--- src/hdl/pmv_pkg.sv ---
// Shared types, field positions and codes for the periodic health monitor voter.
package pmv_pkg;

  // Channel and register widths.
  localparam int IN_TDATA_W  = 136;
  localparam int OUT_TDATA_W = 80;
  localparam int CFG_IDX_W   = 3;
  localparam int CFG_DATA_W  = 25;

  // Field widths.
  localparam int COUNT_W  = 3;
  localparam int PERIOD_W = 8;
  localparam int TOL_W    = 8;
  localparam int FID_W    = 8;
  localparam int FAILS_W  = 16;
  localparam int VALUE_W  = 32;
  localparam int TRANS_W  = 32;
  localparam int GC_W     = 3;
  localparam int LANES    = 4;

  // Setup register layout.
  localparam int SETUP_PERIOD_LSB = 0;
  localparam int SETUP_TOL_LSB    = 8;
  localparam int SETUP_GATE_BIT   = 16;
  localparam int SETUP_FID_LSB    = 17;
  localparam logic [CFG_DATA_W-1:0] SETUP_RESET = 25'd1;

  localparam logic [FAILS_W-1:0] FAILS_MAX = 16'hFFFF;

  // Input tdata layout.
  localparam int IN_CHK_LSB   = 0;
  localparam int IN_VALUE_LSB = 4;

  // Output tdata layout.
  localparam int OUT_FID_LSB   = 0;
  localparam int OUT_FVAL_LSB  = 8;
  localparam int OUT_HF_BIT    = 40;
  localparam int OUT_GC_LSB    = 41;
  localparam int OUT_TRANS_LSB = 44;
  localparam int OUT_AP_BIT    = 76;

  // Register indexes.
  localparam logic [CFG_IDX_W-1:0] REG_MONITOR_COUNT = 3'd0;
  localparam logic [CFG_IDX_W-1:0] REG_SETUP_FIRST   = 3'd1;
  localparam logic [CFG_IDX_W-1:0] REG_SETUP_LAST    = 3'd4;

  // Operation and result kind codes.
  localparam logic OP_TICK     = 1'b0;
  localparam logic OP_VOTE     = 1'b1;
  localparam logic KIND_STATUS = 1'b0;
  localparam logic KIND_FAULT  = 1'b1;

  // Commands from the controller to the datapath.
  typedef struct packed {
    logic capture;
    logic step;
    logic vote;
    logic emit_status;
  } pmv_cmd_t;

  // Status from the datapath to the controller.
  typedef struct packed {
    logic act_zero;
    logic step_last;
    logic step_blocked;
    logic out_free;
  } pmv_stat_t;

endpackage

--- src/hdl/pmv_controller.sv ---
// Sequencer walking one input transaction through scan or vote, then status emission.
module pmv_controller (
  input  logic               clk,
  input  logic               rst_n,
  input  logic               in_tvalid,
  output logic               in_tready,
  input  logic               in_tuser,
  input  pmv_pkg::pmv_stat_t stat,
  output pmv_pkg::pmv_cmd_t  cmd
);
  import pmv_pkg::*;

  typedef enum logic [1:0] {
    S_IDLE,
    S_SCAN,
    S_VOTE,
    S_STATUS
  } state_t;

  state_t state_r, state_nxt;
  logic   in_tready_r, in_tready_nxt;

  assign in_tready = in_tready_r;

  // Next state and command decode.
  always_comb begin
    state_nxt     = state_r;
    in_tready_nxt = in_tready_r;
    cmd           = '0;
    unique case (state_r)
      S_IDLE: begin
        if (in_tvalid && in_tready_r) begin
          cmd.capture   = 1'b1;
          in_tready_nxt = 1'b0;
          state_nxt     = (in_tuser == OP_VOTE) ? S_VOTE : S_SCAN;
        end
      end
      S_SCAN: begin
        if (stat.act_zero) begin
          state_nxt = S_STATUS;
        end else if (!stat.step_blocked) begin
          cmd.step = 1'b1;
          if (stat.step_last) begin
            state_nxt = S_STATUS;
          end
        end
      end
      S_VOTE: begin
        cmd.vote  = 1'b1;
        state_nxt = S_STATUS;
      end
      S_STATUS: begin
        if (stat.out_free) begin
          cmd.emit_status = 1'b1;
          in_tready_nxt   = 1'b1;
          state_nxt       = S_IDLE;
        end
      end
      default: begin
        state_nxt     = S_IDLE;
        in_tready_nxt = 1'b1;
      end
    endcase
  end

  // State and registered ready.
  always_ff @(posedge clk) begin
    if (!rst_n) begin
      state_r     <= S_IDLE;
      in_tready_r <= 1'b1;
    end else begin
      state_r     <= state_nxt;
      in_tready_r <= in_tready_nxt;
    end
  end

endmodule

--- src/hdl/pmv_datapath.sv ---
// Monitor state, configuration registers, verdict logic and the output register.
module pmv_datapath #(
  parameter int MONITORS = 4
) (
  input  logic                           clk,
  input  logic                           rst_n,
  input  logic [pmv_pkg::IN_TDATA_W-1:0] in_tdata,
  input  logic                           cfg_wr_en,
  input  logic [pmv_pkg::CFG_IDX_W-1:0]  cfg_index,
  input  logic [pmv_pkg::CFG_DATA_W-1:0] cfg_wdata,
  input  pmv_pkg::pmv_cmd_t              cmd,
  output pmv_pkg::pmv_stat_t             stat,
  output logic                           out_tvalid,
  input  logic                           out_tready,
  output logic [pmv_pkg::OUT_TDATA_W-1:0] out_tdata,
  output logic                           out_tuser,
  output logic                           out_tlast
);
  import pmv_pkg::*;

  localparam int IDX_W = (MONITORS > 1) ? $clog2(MONITORS) : 1;

  // Countdown start value after registration: (index mod period) + 1.
  function automatic logic [PERIOD_W-1:0] stagger(input logic [1:0] i,
                                                  input logic [PERIOD_W-1:0] p);
    logic [1:0] m;
    begin
      if (p <= 8'd1) begin
        m = 2'd0;
      end else if (p == 8'd2) begin
        m = {1'b0, i[0]};
      end else if (p == 8'd3) begin
        m = (i == 2'd3) ? 2'd0 : i;
      end else begin
        m = i;
      end
      return {6'd0, m} + 8'd1;
    end
  endfunction

  // Per-monitor state.
  logic [CFG_DATA_W-1:0] setup_r [MONITORS];
  logic [CFG_DATA_W-1:0] setup_nxt [MONITORS];
  logic [PERIOD_W-1:0]   cd_r [MONITORS];
  logic [PERIOD_W-1:0]   cd_nxt [MONITORS];
  logic [FAILS_W-1:0]    cf_r [MONITORS];
  logic [FAILS_W-1:0]    cf_nxt [MONITORS];
  logic [MONITORS-1:0]   lp_r, lp_nxt;

  // Global state.
  logic [COUNT_W-1:0] count_r, count_nxt;
  logic               verdict_r, verdict_nxt;
  logic [TRANS_W-1:0] changes_r, changes_nxt;
  logic [IDX_W-1:0]   idx_r, idx_nxt;

  // Captured input transaction.
  logic [LANES-1:0]   chk_r;
  logic [VALUE_W-1:0] value_r [LANES];

  // Output register.
  logic                   out_valid_r, out_valid_nxt;
  logic [OUT_TDATA_W-1:0] out_data_r, out_data_nxt;
  logic                   out_user_r, out_user_nxt;
  logic                   out_last_r, out_last_nxt;
  logic                   out_load;
  logic                   out_free;

  // Derived values.
  logic [COUNT_W-1:0]  act;
  logic [MONITORS-1:0] act_mask;
  logic [MONITORS-1:0] fail_vec;
  logic [VALUE_W-1:0]  val_vec [MONITORS];
  logic [MONITORS-1:0] contrib;
  logic [4:0]          gc_raw;
  logic [GC_W-1:0]     gc_sat;
  logic                all_pass;

  // Current monitor under scan.
  logic [CFG_DATA_W-1:0] cur_setup;
  logic [PERIOD_W-1:0]   cur_period;
  logic [FID_W-1:0]      cur_fid;
  logic                  cur_expire;
  logic                  cur_fail;
  logic                  step_fault;
  logic [1:0]            cfg_sel;

  assign out_tvalid = out_valid_r;
  assign out_tdata  = out_data_r;
  assign out_tuser  = out_user_r;
  assign out_tlast  = out_last_r;
  assign out_free   = !out_valid_r || out_tready;

  // Active count clamps to the bank size.
  always_comb begin
    if ({2'b00, count_r} > 5'(MONITORS)) begin
      act = COUNT_W'(MONITORS);
    end else begin
      act = count_r;
    end
  end

  // Per-monitor views of the inputs and the gating test.
  always_comb begin
    gc_raw   = '0;
    all_pass = 1'b1;
    for (int i = 0; i < MONITORS; i++) begin
      act_mask[i] = (5'(i) < {2'b00, act});
      if (i < LANES) begin
        fail_vec[i] = chk_r[2'(i)];
        val_vec[i]  = value_r[2'(i)];
      end else begin
        fail_vec[i] = 1'b0;
        val_vec[i]  = '0;
      end
      contrib[i] = act_mask[i] && setup_r[i][SETUP_GATE_BIT] &&
                   (cf_r[i] > {8'd0, setup_r[i][SETUP_TOL_LSB +: TOL_W]});
      gc_raw = gc_raw + 5'(contrib[i]);
      if (act_mask[i] && !lp_r[i]) begin
        all_pass = 1'b0;
      end
    end
    gc_sat = (gc_raw > 5'd7) ? 3'd7 : gc_raw[GC_W-1:0];
  end

  // Scan step view of the selected monitor.
  always_comb begin
    cur_setup  = setup_r[idx_r];
    cur_period = (cur_setup[SETUP_PERIOD_LSB +: PERIOD_W] == '0) ? 8'd1 :
                 cur_setup[SETUP_PERIOD_LSB +: PERIOD_W];
    cur_fid    = cur_setup[SETUP_FID_LSB +: FID_W];
    cur_expire = (cd_r[idx_r] <= 8'd1);
    cur_fail   = fail_vec[idx_r];
    step_fault = cur_expire && cur_fail && (cur_fid != '0);
  end

  // Status toward the controller.
  always_comb begin
    stat.act_zero     = (act == '0);
    stat.step_last    = ((5'(idx_r) + 5'd1) == {2'b00, act});
    stat.step_blocked = step_fault && !out_free;
    stat.out_free     = out_free;
  end

  assign cfg_sel = 2'(cfg_index - REG_SETUP_FIRST);

  // Next state of the monitor bank, verdict and index.
  always_comb begin
    setup_nxt   = setup_r;
    cd_nxt      = cd_r;
    cf_nxt      = cf_r;
    lp_nxt      = lp_r;
    count_nxt   = count_r;
    verdict_nxt = verdict_r;
    changes_nxt = changes_r;
    idx_nxt     = idx_r;

    // Setup word writes re-register a monitor; a count write sets the monitor count.
    if (cfg_wr_en) begin
      unique case (cfg_index) inside
        REG_MONITOR_COUNT: begin
          count_nxt = cfg_wdata[COUNT_W-1:0];
        end
        [REG_SETUP_FIRST:REG_SETUP_LAST]: begin
          for (int i = 0; i < MONITORS; i++) begin
            if (i < LANES && 2'(i) == cfg_sel) begin
              setup_nxt[i] = cfg_wdata;
              cd_nxt[i]    = stagger(2'(i), cfg_wdata[SETUP_PERIOD_LSB +: PERIOD_W]);
              cf_nxt[i]    = '0;
              lp_nxt[i]    = 1'b1;
            end
          end
        end
        default: begin
        end
      endcase
    end

    if (cmd.capture) begin
      idx_nxt = '0;
    end

    // One monitor per step.
    if (cmd.step) begin
      idx_nxt = idx_r + IDX_W'(1);
      for (int i = 0; i < MONITORS; i++) begin
        if (IDX_W'(i) == idx_r) begin
          if (!cur_expire) begin
            cd_nxt[i] = cd_r[i] - 8'd1;
          end else begin
            cd_nxt[i] = cur_period;
            if (!cur_fail) begin
              cf_nxt[i] = '0;
              lp_nxt[i] = 1'b1;
            end else begin
              if (cf_r[i] < FAILS_MAX) begin
                cf_nxt[i] = cf_r[i] + 16'd1;
              end
              lp_nxt[i] = 1'b0;
            end
          end
        end
      end
    end

    // Verdict update counts each change.
    if (cmd.vote) begin
      if ((gc_raw != '0) != verdict_r) begin
        verdict_nxt = (gc_raw != '0);
        changes_nxt = changes_r + 32'd1;
      end
    end
  end

  // Output register load: fault report during scan, status at the end.
  always_comb begin
    out_load     = 1'b0;
    out_data_nxt = out_data_r;
    out_user_nxt = out_user_r;
    out_last_nxt = out_last_r;
    if (cmd.step && step_fault) begin
      out_load     = 1'b1;
      out_data_nxt = '0;
      out_data_nxt[OUT_FID_LSB +: FID_W]    = cur_fid;
      out_data_nxt[OUT_FVAL_LSB +: VALUE_W] = val_vec[idx_r];
      out_user_nxt = KIND_FAULT;
      out_last_nxt = 1'b0;
    end else if (cmd.emit_status) begin
      out_load     = 1'b1;
      out_data_nxt = '0;
      out_data_nxt[OUT_HF_BIT]                = verdict_r;
      out_data_nxt[OUT_GC_LSB +: GC_W]        = gc_sat;
      out_data_nxt[OUT_TRANS_LSB +: TRANS_W]  = changes_r;
      out_data_nxt[OUT_AP_BIT]                = all_pass;
      out_user_nxt = KIND_STATUS;
      out_last_nxt = 1'b1;
    end
    if (out_load) begin
      out_valid_nxt = 1'b1;
    end else if (out_tready) begin
      out_valid_nxt = 1'b0;
    end else begin
      out_valid_nxt = out_valid_r;
    end
  end

  // Control and monitor state registers.
  always_ff @(posedge clk) begin
    if (!rst_n) begin
      for (int i = 0; i < MONITORS; i++) begin
        setup_r[i] <= SETUP_RESET;
        cd_r[i]    <= 8'd1;
        cf_r[i]    <= '0;
      end
      lp_r        <= '1;
      count_r     <= '0;
      verdict_r   <= 1'b0;
      changes_r   <= '0;
      idx_r       <= '0;
      out_valid_r <= 1'b0;
    end else begin
      setup_r     <= setup_nxt;
      cd_r        <= cd_nxt;
      cf_r        <= cf_nxt;
      lp_r        <= lp_nxt;
      count_r     <= count_nxt;
      verdict_r   <= verdict_nxt;
      changes_r   <= changes_nxt;
      idx_r       <= idx_nxt;
      out_valid_r <= out_valid_nxt;
    end
  end

  // Payload registers.
  always_ff @(posedge clk) begin
    if (cmd.capture) begin
      chk_r <= in_tdata[IN_CHK_LSB +: LANES];
      for (int k = 0; k < LANES; k++) begin
        value_r[k] <= in_tdata[IN_VALUE_LSB + k * VALUE_W +: VALUE_W];
      end
    end
    out_data_r <= out_data_nxt;
    out_user_r <= out_user_nxt;
    out_last_r <= out_last_nxt;
  end

endmodule

--- src/hdl/periodic_health_monitor_voter.sv ---
// Top level of the periodic health monitor voter: controller plus datapath.
//
// Input channel (in_*): one transaction per operation. in_tuser selects a
// check tick or a verdict consolidation; in_tdata carries the fail bits and
// the four measured values. Output channel (out_*): a tick yields one fault
// report per expiring, failing monitor with a nonzero fault id, in monitor
// order, then one status result marked by out_tlast; a consolidation yields the
// status result alone. Configuration (cfg_*) writes the monitor count and the
// four setup words; the user must write only while the block is idle; not enforced.
// Timing: a tick scans the active monitors in order and then loads the status
// result in the output register; one shared update path visits one monitor per
// cycle while no fault report waits on a stalled output. A consolidation passes
// through the vote state before the status result is loaded. in_tready rises on
// the edge that loads the status result.
// Reset (synchronous, active low) restores all setup words, countdowns,
// fail counts, verdict and transition count, and empties the output register.
// When the receiver stalls, the output register holds its result; the scan
// waits at a monitor that has a fault report to deliver, and the status
// result waits for the register to free.
module periodic_health_monitor_voter #(
  parameter int MONITORS = 4
) (
  input  logic                            clk,
  input  logic                            rst_n,
  input  logic                            in_tvalid,
  output logic                            in_tready,
  // bits from lsb: check_failed[3:0], value_0, value_1, value_2, value_3, zero pad
  input  logic [pmv_pkg::IN_TDATA_W-1:0]  in_tdata,
  // bit 0: operation
  input  logic                            in_tuser,
  output logic                            out_tvalid,
  input  logic                            out_tready,
  // bits from lsb: fault_id, fault_value, health_failed, gating_count,
  // transitions, all_passing, zero pad
  output logic [pmv_pkg::OUT_TDATA_W-1:0] out_tdata,
  // bit 0: kind
  output logic                            out_tuser,
  output logic                            out_tlast,
  input  logic                            cfg_wr_en,
  input  logic [pmv_pkg::CFG_IDX_W-1:0]   cfg_index,
  input  logic [pmv_pkg::CFG_DATA_W-1:0]  cfg_wdata
);
  import pmv_pkg::*;

  pmv_cmd_t  cmd;
  pmv_stat_t stat;

  pmv_controller u_ctrl (
    .clk       (clk),
    .rst_n     (rst_n),
    .in_tvalid (in_tvalid),
    .in_tready (in_tready),
    .in_tuser  (in_tuser),
    .stat      (stat),
    .cmd       (cmd)
  );

  pmv_datapath #(
    .MONITORS (MONITORS)
  ) u_dp (
    .clk        (clk),
    .rst_n      (rst_n),
    .in_tdata   (in_tdata),
    .cfg_wr_en  (cfg_wr_en),
    .cfg_index  (cfg_index),
    .cfg_wdata  (cfg_wdata),
    .cmd        (cmd),
    .stat       (stat),
    .out_tvalid (out_tvalid),
    .out_tready (out_tready),
    .out_tdata  (out_tdata),
    .out_tuser  (out_tuser),
    .out_tlast  (out_tlast)
  );

endmodule

--- config.mk ---
export PLATFORM = sky130hd
export DESIGN_NAME = periodic_health_monitor_voter
export DESIGN_NICKNAME = d
export VERILOG_FILES = /design/src/hdl/pmv_pkg.sv /design/src/hdl/pmv_controller.sv /design/src/hdl/pmv_datapath.sv /design/src/hdl/periodic_health_monitor_voter.sv
export SDC_FILE = /design/constraint.sdc
export NUM_CORES = 1
export LEC_CHECK = 0
export BUFFER_PORTS_ARGS = -buffer_cell sky130_fd_sc_hd__clkbuf_2
export CORE_MARGIN = 1
export CORE_UTILIZATION = 30
export DETAILED_ROUTE_END_ITERATION = 10
export GPL_TIMING_DRIVEN = 0
export PLACE_DENSITY = 0.52
export SYNTH_ARGS = -nofsm -noshare
export SYNTH_HDL_FRONTEND = slang
export SYNTH_SLANG_ARGS = --single-unit
--- constraint.sdc ---
create_clock -name clk -period 5.5 [get_ports clk]
set_input_delay 0.55 -clock clk [delete_from_list [all_inputs] [get_ports clk]]
set_output_delay 0.55 -clock clk [all_outputs]
set_load 0.005 [all_outputs]
Word-level counts from Yosys, hierarchy flattened

Memory sizes are Yosys's and may differ from the RTL's.
Index checks and enable logic that the tools add are counted.

Add/subtract/negate cells: 19
Order comparisons: 20
Eq/ne operators: 17
Mux-type cells: 118
Bitwise gates (word level): 1
Reductions and logical operators: 45

Operator list:

| cell                                                                  | number |
|---|---|
| 16-bit 2-to-1 mux                                                     | 20 |
| 64-bit 2-to-1 mux                                                     | 3 |
| 32-bit 2-to-1 mux                                                     | 5 |
| 8-bit 2-to-1 mux                                                      | 15 |
| 40-bit 2-to-1 mux                                                     | 2 |
| 16-bit by 1-bit adder with 16-bit output, second input constant       | 4 |
| 32-bit binary-select mux with 2-bit select                            | 1 |
| 16-bit by 8-bit > comparator with 1-bit output                        | 4 |
| 16-bit < comparator, second input constant                            | 4 |
| 25-bit binary-select mux with 2-bit select                            | 1 |
| 2-bit 2-to-1 mux                                                      | 25 |
| 25-bit 2-to-1 mux                                                     | 2 |
| 1-bit 2-to-1 mux                                                      | 35 |
| 32-bit by 1-bit adder with 32-bit output, second input constant       | 1 |
| 8-bit by 1-bit subtractor with 8-bit output, second input constant    | 4 |
| 1-bit logical AND                                                     | 18 |
| 8-bit binary-select mux with 2-bit select                             | 1 |
| 8-bit by 2-bit == test with 1-bit output, second input constant       | 2 |
| 8-bit by 1-bit <= comparator with 1-bit output, second input constant | 2 |
| 2-bit by 1-bit adder with 3-bit output, second input constant         | 5 |
| 3-bit AND reduction                                                   | 5 |
| 4-bit 2-to-1 mux                                                      | 3 |
| 5-bit by 1-bit adder with 5-bit output                                | 2 |
| 2-bit == test, first input constant                                   | 4 |
| other kinds (33)                                                      | 52 |

Bits in registers: 323
Bits in writable memories: 128
Bits of input ports: 170
Output and inout bits: 84
Logic and storage cells: 246
Memories: 1

Memories:

| name         | words | bits a word | read ports | clocked after memory_dff | write ports | line               | RTL |
|---|---|---|---|---|---|---|---|
| u_dp.value_r | 4     | 32          | 4          | 0                        | 4           | pmv_datapath.sv:58 | `logic [VALUE_W-1:0] value_r [LANES];` |

Logic depth before layout (Yosys ltp)

Word-level depth: 14
Mapped depth: 20

Modules after synthesis

From an unflattened synthesis, not the netlist that was laid out.

Cell total of the unflattened synthesis: 2052
Area total of the unflattened synthesis: 20762.4 µm²

By module, submodules not included:

| module         | times used | cells an instance | area an instance (µm²) | seq. area each (µm²) |
|---|---|---|---|---|
| pmv_datapath   | 1          | 2020              | 20465.9                | 10670.2 |
| pmv_controller | 1          | 32                | 296.5                  | 60.1 |

Worst setup path before layout

Ideal clock, no wire load.

Kind: reg2reg
Start: reg u_dp.cf_r[33] in the netlist's numbering
End: reg u_dp.changes_r[29]
Library setup time: 0.128 ns
Data arrival time: 4.362 ns
Path slack: 1.010 ns
Cell stages (with the launch flop): 19
Path buffers: 0
Period minus slack after synthesis: 4.490 ns
Path through: dfxtp_1 > ha_1 > nor2b_1 > o21a_1 > o21ai_0 > nand2b_1 > a21oi_1 > a21oi_1 > o221a_2 > ha_1 > fa_1 > ha_1 > o31ai_1 > and4_1 > nand3_1 > nor4_1 > and4_1 > xnor2_1 > nor2_1

Word-level cells in the longest chain between the ends: 8

Ends and longest elaborated chain:

| item                                                | line                | RTL |
|---|---|---|
| from (decl)                                         | pmv_datapath.sv:46  | `logic [FAILS_W-1:0] cf_r [MONITORS];` |
| from (signal assigned)                              | pmv_datapath.sv:263 | `cf_r <= cf_nxt;` |
| 16-bit by 8-bit > comparator with 1-bit output      | pmv_datapath.sv:116 | `(cf_r[i] > {8'd0, setup_r[i][SETUP_TOL_LSB +: TOL_W]});` |
| 1-bit logical AND                                   | pmv_datapath.sv:115 | `contrib[i] = act_mask[i] && setup_r[i][SETUP_GATE_BIT] &&` |
| 1-bit by 1-bit adder with 2-bit output              | pmv_datapath.sv:117 | `gc_raw = gc_raw + 5'(contrib[i]);` |
| 5-bit by 1-bit adder with 5-bit output (2 in a row) | pmv_datapath.sv:117 |  |
| 5-bit nonzero test                                  | pmv_datapath.sv:207 | `if ((gc_raw != '0) != verdict_r) begin` |
| 1-bit inequality test                               | pmv_datapath.sv:207 |  |
| 2-bit AND reduction (no source line)                | n/a                 |  |
| to (signal assigned)                                | pmv_datapath.sv:267 | `changes_r <= changes_nxt;` |
| to (decl)                                           | pmv_datapath.sv:53  | `logic [TRANS_W-1:0] changes_r, changes_nxt;` |

Every way passes these cells.
A chain may end at the register's enable or synchronous reset.

Worst setup path in the final report

Start: reg u_dp.cf_r[33] in the netlist's numbering
End: reg u_dp.changes_r[25]

The elaborated chain is that of the path after synthesis.

==> impl_metrics.csv <==
group,metric,value,unit
run_status,status,"finished clean",
global_routing,grtUsageTotal,18.53,%
yosys,yosys_warnings,0,
clock_tree,cts_max_level,2,
yosys,ys_seq_area_share,52.48,%
sta,fin_skew,0.03787,ns
setup_path,required,5.99,ns
cells_and_area,final_common_cell,"nand2_1",
yosys,synthCells,2084,
detailed_routing,drt_iter0_drc,1348,
setup_path,ff2ff_path_depth,18,
clock_tree,ctsHoldBuffers,0,
yosys,synth_seq_cells,451,
pwr,seq_power_share,48.7,%
job,drv_cap,0,
detailed_routing,routed_wl,65160,um
pwr,total_power,8.150,mW
placement,dp_hpwl,48710,um
clock_tree,cts_tree,"done",
yosys,synthSimpleGateAreaFrac,19.28,%
pwr,netSwitchingPower,2.069,mW
pwr,combPwrFrac,10.5,%
pwr,sw_frac_of_total,25.38,%
detailed_routing,vias,17100,
sta,fin_crit,5.160,ns
global_routing,grt_max_degree,71,
yosys,netlist.area_leader.share,27.51,%
global_routing,grt_pass1_wl,99940,um
setup_path,worst_path_most_repeated_cell,"ha_1",
placement,place_congestion,0.9155,
setup_path,end_kind,"flip-flop",
setup_path,cp.arrival,5.65,ns
clock_tree,clk_latency,0.62,ns
setup_path,critPathMaxFanout,7,
die,start_util,30.39,%
die,io_pins,254,
sta,worst_slew_pin_slew,1.212,ns
detailed_routing,drt-vias-per-instance,5.191,
yosys,synth_xor_area_share,2.142,%
clock_tree,clk_pin_slew,0.06,ns
setup_path,cp_slowest_cell,"nor4_2",
yosys,synth_edf_count,170,
global_routing,grt_use_met1,22.57,%
setup_path,rrSetupSlack,0.34,ns
detailed_routing,dr.pass1.iters,5,
yosys,muxShareOfSynthArea,5.777,%
yosys,synth-compound-area-share,13.45,%
sta,drv_slew,0,
cells_and_area,synthToLayoutAreaGrowth,19.52,%
global_routing,use_met2,31.39,%
cells_and_area,final_area,0.02444,mm2
sta,relSlewSlack,18.51,%
die,fp.dieH,263.1,um
clock_tree,clockRootBuffer,"clkbuf_16",
sta,finalSetupViolCount,0,
cells_and_area,mostFrequentLayoutCells,"nand2_1 (374), dfxtp_1 (281), clkbuf_2 (244)",
pwr,power_density,333.5,mW/mm2
pwr,p_clk_share,40.8,%
clock_tree,cts_made_buffers,49,
detailed_routing,remaining_drc_errors,0,
die,fp.dieW,263.1,um
pwr,vdd_ir_drop_max,0.0002592,V
clock_tree,cts_max_path_buffers,3,
cells_and_area,fillers,6796,
yosys,syn_area_per_cell,9.811,um2
yosys,ys_async_sr_fraction,0,%
cells_and_area,layout-drive-gt1-share,16.95,%
detailed_routing,wl_per_cell,19.78,um
sta,setup_tns,0,ns
min_path,hold_path_startpoint,"in_tdata[19]",
setup_path,crit_path_max_incr_delay,0.78,ns
min_path,hold_depth,1,
pwr,p_int,6.081,mW
yosys,ys_types,85,
sta,hold_viol_final,0,
min_path,hold_class,"in -> reg",
detailed_routing,ant_nets,0,
setup_path,r2r-start,"u_dp.cf_r[33]",
sta,rsz0062_at_grt,"false",
cells_and_area,nets,2605,
die,num_rows,95,
min_path,whs_endpoint,"u_dp.value_r[0][15]",
die,core,0.06728,mm2
yosys,ys.flop_type,"dfxtp_1",
yosys,synth_fa_ha_area_share,3.268,%
setup_path,criticalPathCategory,"reg -> reg",
setup_path,cp-start-kind,"flip-flop",
sta,fmax,193.8,MHz
die,fp.dieArea,0.06921,mm2
yosys,yosysTopAreaCell,"dfxtp_1",
yosys,syn_area,0.02045,mm2
global_routing,use_met3,4.471,%
global_routing,antenna_found_initial,10,
sta,period_share,93.82,%
pwr,p_leak,8.756,nW
clock_tree,cts_sinks,451,
global_routing,grt_busiest_layer,"met2",
yosys,synth_top_family_by_area,"simple AND/OR/NAND/NOR gates",
global_routing,grt_pass1_vias,17050,
placement,io_buffers,244,
placement,placed_area,0.02283,mm2
setup_path,rr_endpoint,"u_dp.changes_r[25]",
yosys,synth_area_leaders,"dfxtp_1 (28%), edfxtp_1 (25%), nand2_1 (6.9%)",
cells_and_area,multiInputGateArea,0.009001,mm2
global_routing,grt_overflow_total,0,
cells_and_area,ff_latch_area,0.01073,mm2
setup_path,crit_chain,"ha_1 -> nor2b_1 -> o21a_1 -> o21ai_0 -> nand2b_1 -> a21oi_1 -> a21oi_1 -> o221a_2 -> ha_1 -> fa_1 -> ha_1 -> o31ai_1 -> and4_1 -> nand3_1 -> nor4_2 -> and4_1 -> xnor2_1 -> nor2_1",
==> per-layer routing <==
metal | share of wire [%] | wire [um] | vias to the layer above
met2 | 48 | 31310 | 605
li1 | - | - | 8093
met4 | 3.8 | 2445 | 18
met5 | 0.19 | 123 | -
met3 | 7.1 | 4647 | 170
met1 | 41 | 26630 | 8212
==> logic make-up after synthesis <==
family                   Yosys count
flip-flops                       451
adder cells (fa/ha/maj)           53
other                              1
AO/OA/AOI/OAI                    451
multiplexers                      58
XOR/XNOR                          50
buffers and inverters            184
AND/OR/NAND/NOR                  836
==> final cells by class <==
type / instances / area share [%]
sequential: 451 / 43.91
clock inverter: 19 / 1.024
timing repair buffer: 246 / 5.192
multi-input combinational: 1451 / 36.83
clock buffer: 68 / 5.529
antenna: 2 / 0.02048
buffer: 117 / 1.976
inverter: 67 / 1.050
tap: 873 / 4.470
==> flip-flops by register name (all words and copies together) (netlist names), 3 cells and up <==
| signal | cells |
|---|---|
| u_dp.value_r | 128 |
| u_dp.cd_r | 32 |
| u_dp.cf_r | 64 |
| u_dp.changes_r | 32 |
| u_dp.lp_r | 4 |
| u_dp.count_r | 3 |
| u_dp.setup_r | 100 |
| u_dp.out_tdata | 77 |
==> worst max path at each step <==
stage | cells past startpoint | endpoint | slack (ns) | startpoint
after floorplan | 18 | u_dp.changes_r[29] | 1.01 | u_dp.cf_r[33]
after global placement | 8 | u_dp.out_tdata[33] | -0.46 | u_dp.idx_r[1]
after detailed placement | 18 | u_dp.changes_r[25] | -0.07 | u_dp.cf_r[33]
after CTS | 18 | u_dp.changes_r[25] | 0.30 | u_dp.cf_r[33]
after global routing | 17 | u_dp.changes_r[29] | 0.02 | u_dp.cf_r[48]
final | 18 | u_dp.changes_r[25] | 0.34 | u_dp.cf_r[33]
==> critical path: cells and delay by family, from the launching register on <==
| family | cells | cell delay (ns) |
|---|---|---|
| AND/OR/NAND/NOR | 7 | 1.89 |
| adder cells (fa/ha/maj) | 4 | 1.43 |
| AO/OA/AOI/OAI | 6 | 1.19 |
| flip-flops | 1 | 0.40 |
| XOR/XNOR | 1 | 0.13 |
==> what timing repair did <==
item                                    in CTS  in global routing
setup buffers                                0                  0
resized for setup                            1                  0
endpoints found under the hold margin        0                  0
endpoints found under the setup margin       4                  0
==> per-stage QoR <==
step | setup WS, ns | hold WS (ns) | std cells | util [%]
after floorplan | 1.010 | 0.4331 | 2086 | -
after global placement | -0.4631 | 0.4392 | 3203 | 33.84
after detailed placement | -0.07186 | 0.4469 | 3205 | 33.93
after CTS | 0.2976 | 0.06163 | 3292 | 36.32
after global routing | 0.01761 | 0.07133 | 3292 | 36.32
final | 0.3399 | 0.1002 | 3294 | 36.33
==> Yosys cell counts (7+ instances only) <==
| library cell | count |
|---|---|
| or3_1 | 19 |
| buf_1 | 8 |
| and3_1 | 16 |
| a21oi_1 | 221 |
| inv_1 | 67 |
| o21ai_1 | 21 |
| a21o_1 | 10 |
| nand2b_1 | 12 |
| a41oi_1 | 7 |
| nor3_1 | 42 |
| mux4_2 | 48 |
| xnor2_1 | 25 |
| o31ai_1 | 14 |
| and2_1 | 61 |
| buf_2 | 14 |
| nor2_1 | 110 |
| clkbuf_1 | 89 |
| xor2_1 | 25 |
| nand3_1 | 92 |
| o21ai_0 | 56 |
| o21a_1 | 12 |
| nor2b_1 | 11 |
| or4_1 | 7 |
| o211ai_1 | 22 |
| nand2_1 | 374 |
| edfxtp_1 | 170 |
| ha_1 | 51 |
| nor4_1 | 20 |
| dfxtp_1 | 281 |
| a31oi_1 | 24 |
| and4_1 | 11 |
| nand4_1 | 32 |
| mux2i_1 | 10 |
==> power groups by stage <==
stage / clock [mW] / sequential (mW) / combinational [mW]
2_1_floorplan: 0 / 4.04 / 0.480
3_3_place_gp: 0 / 4.07 / 0.817
3_5_place_dp: 0 / 4.04 / 0.859
4_1_cts: 3.41 / 3.97 / 0.862
5_1_grt: 3.52 / 4.00 / 0.933
6_report: 3.32 / 3.97 / 0.858
Note: power is estimated with default switching activity, not from simulation.
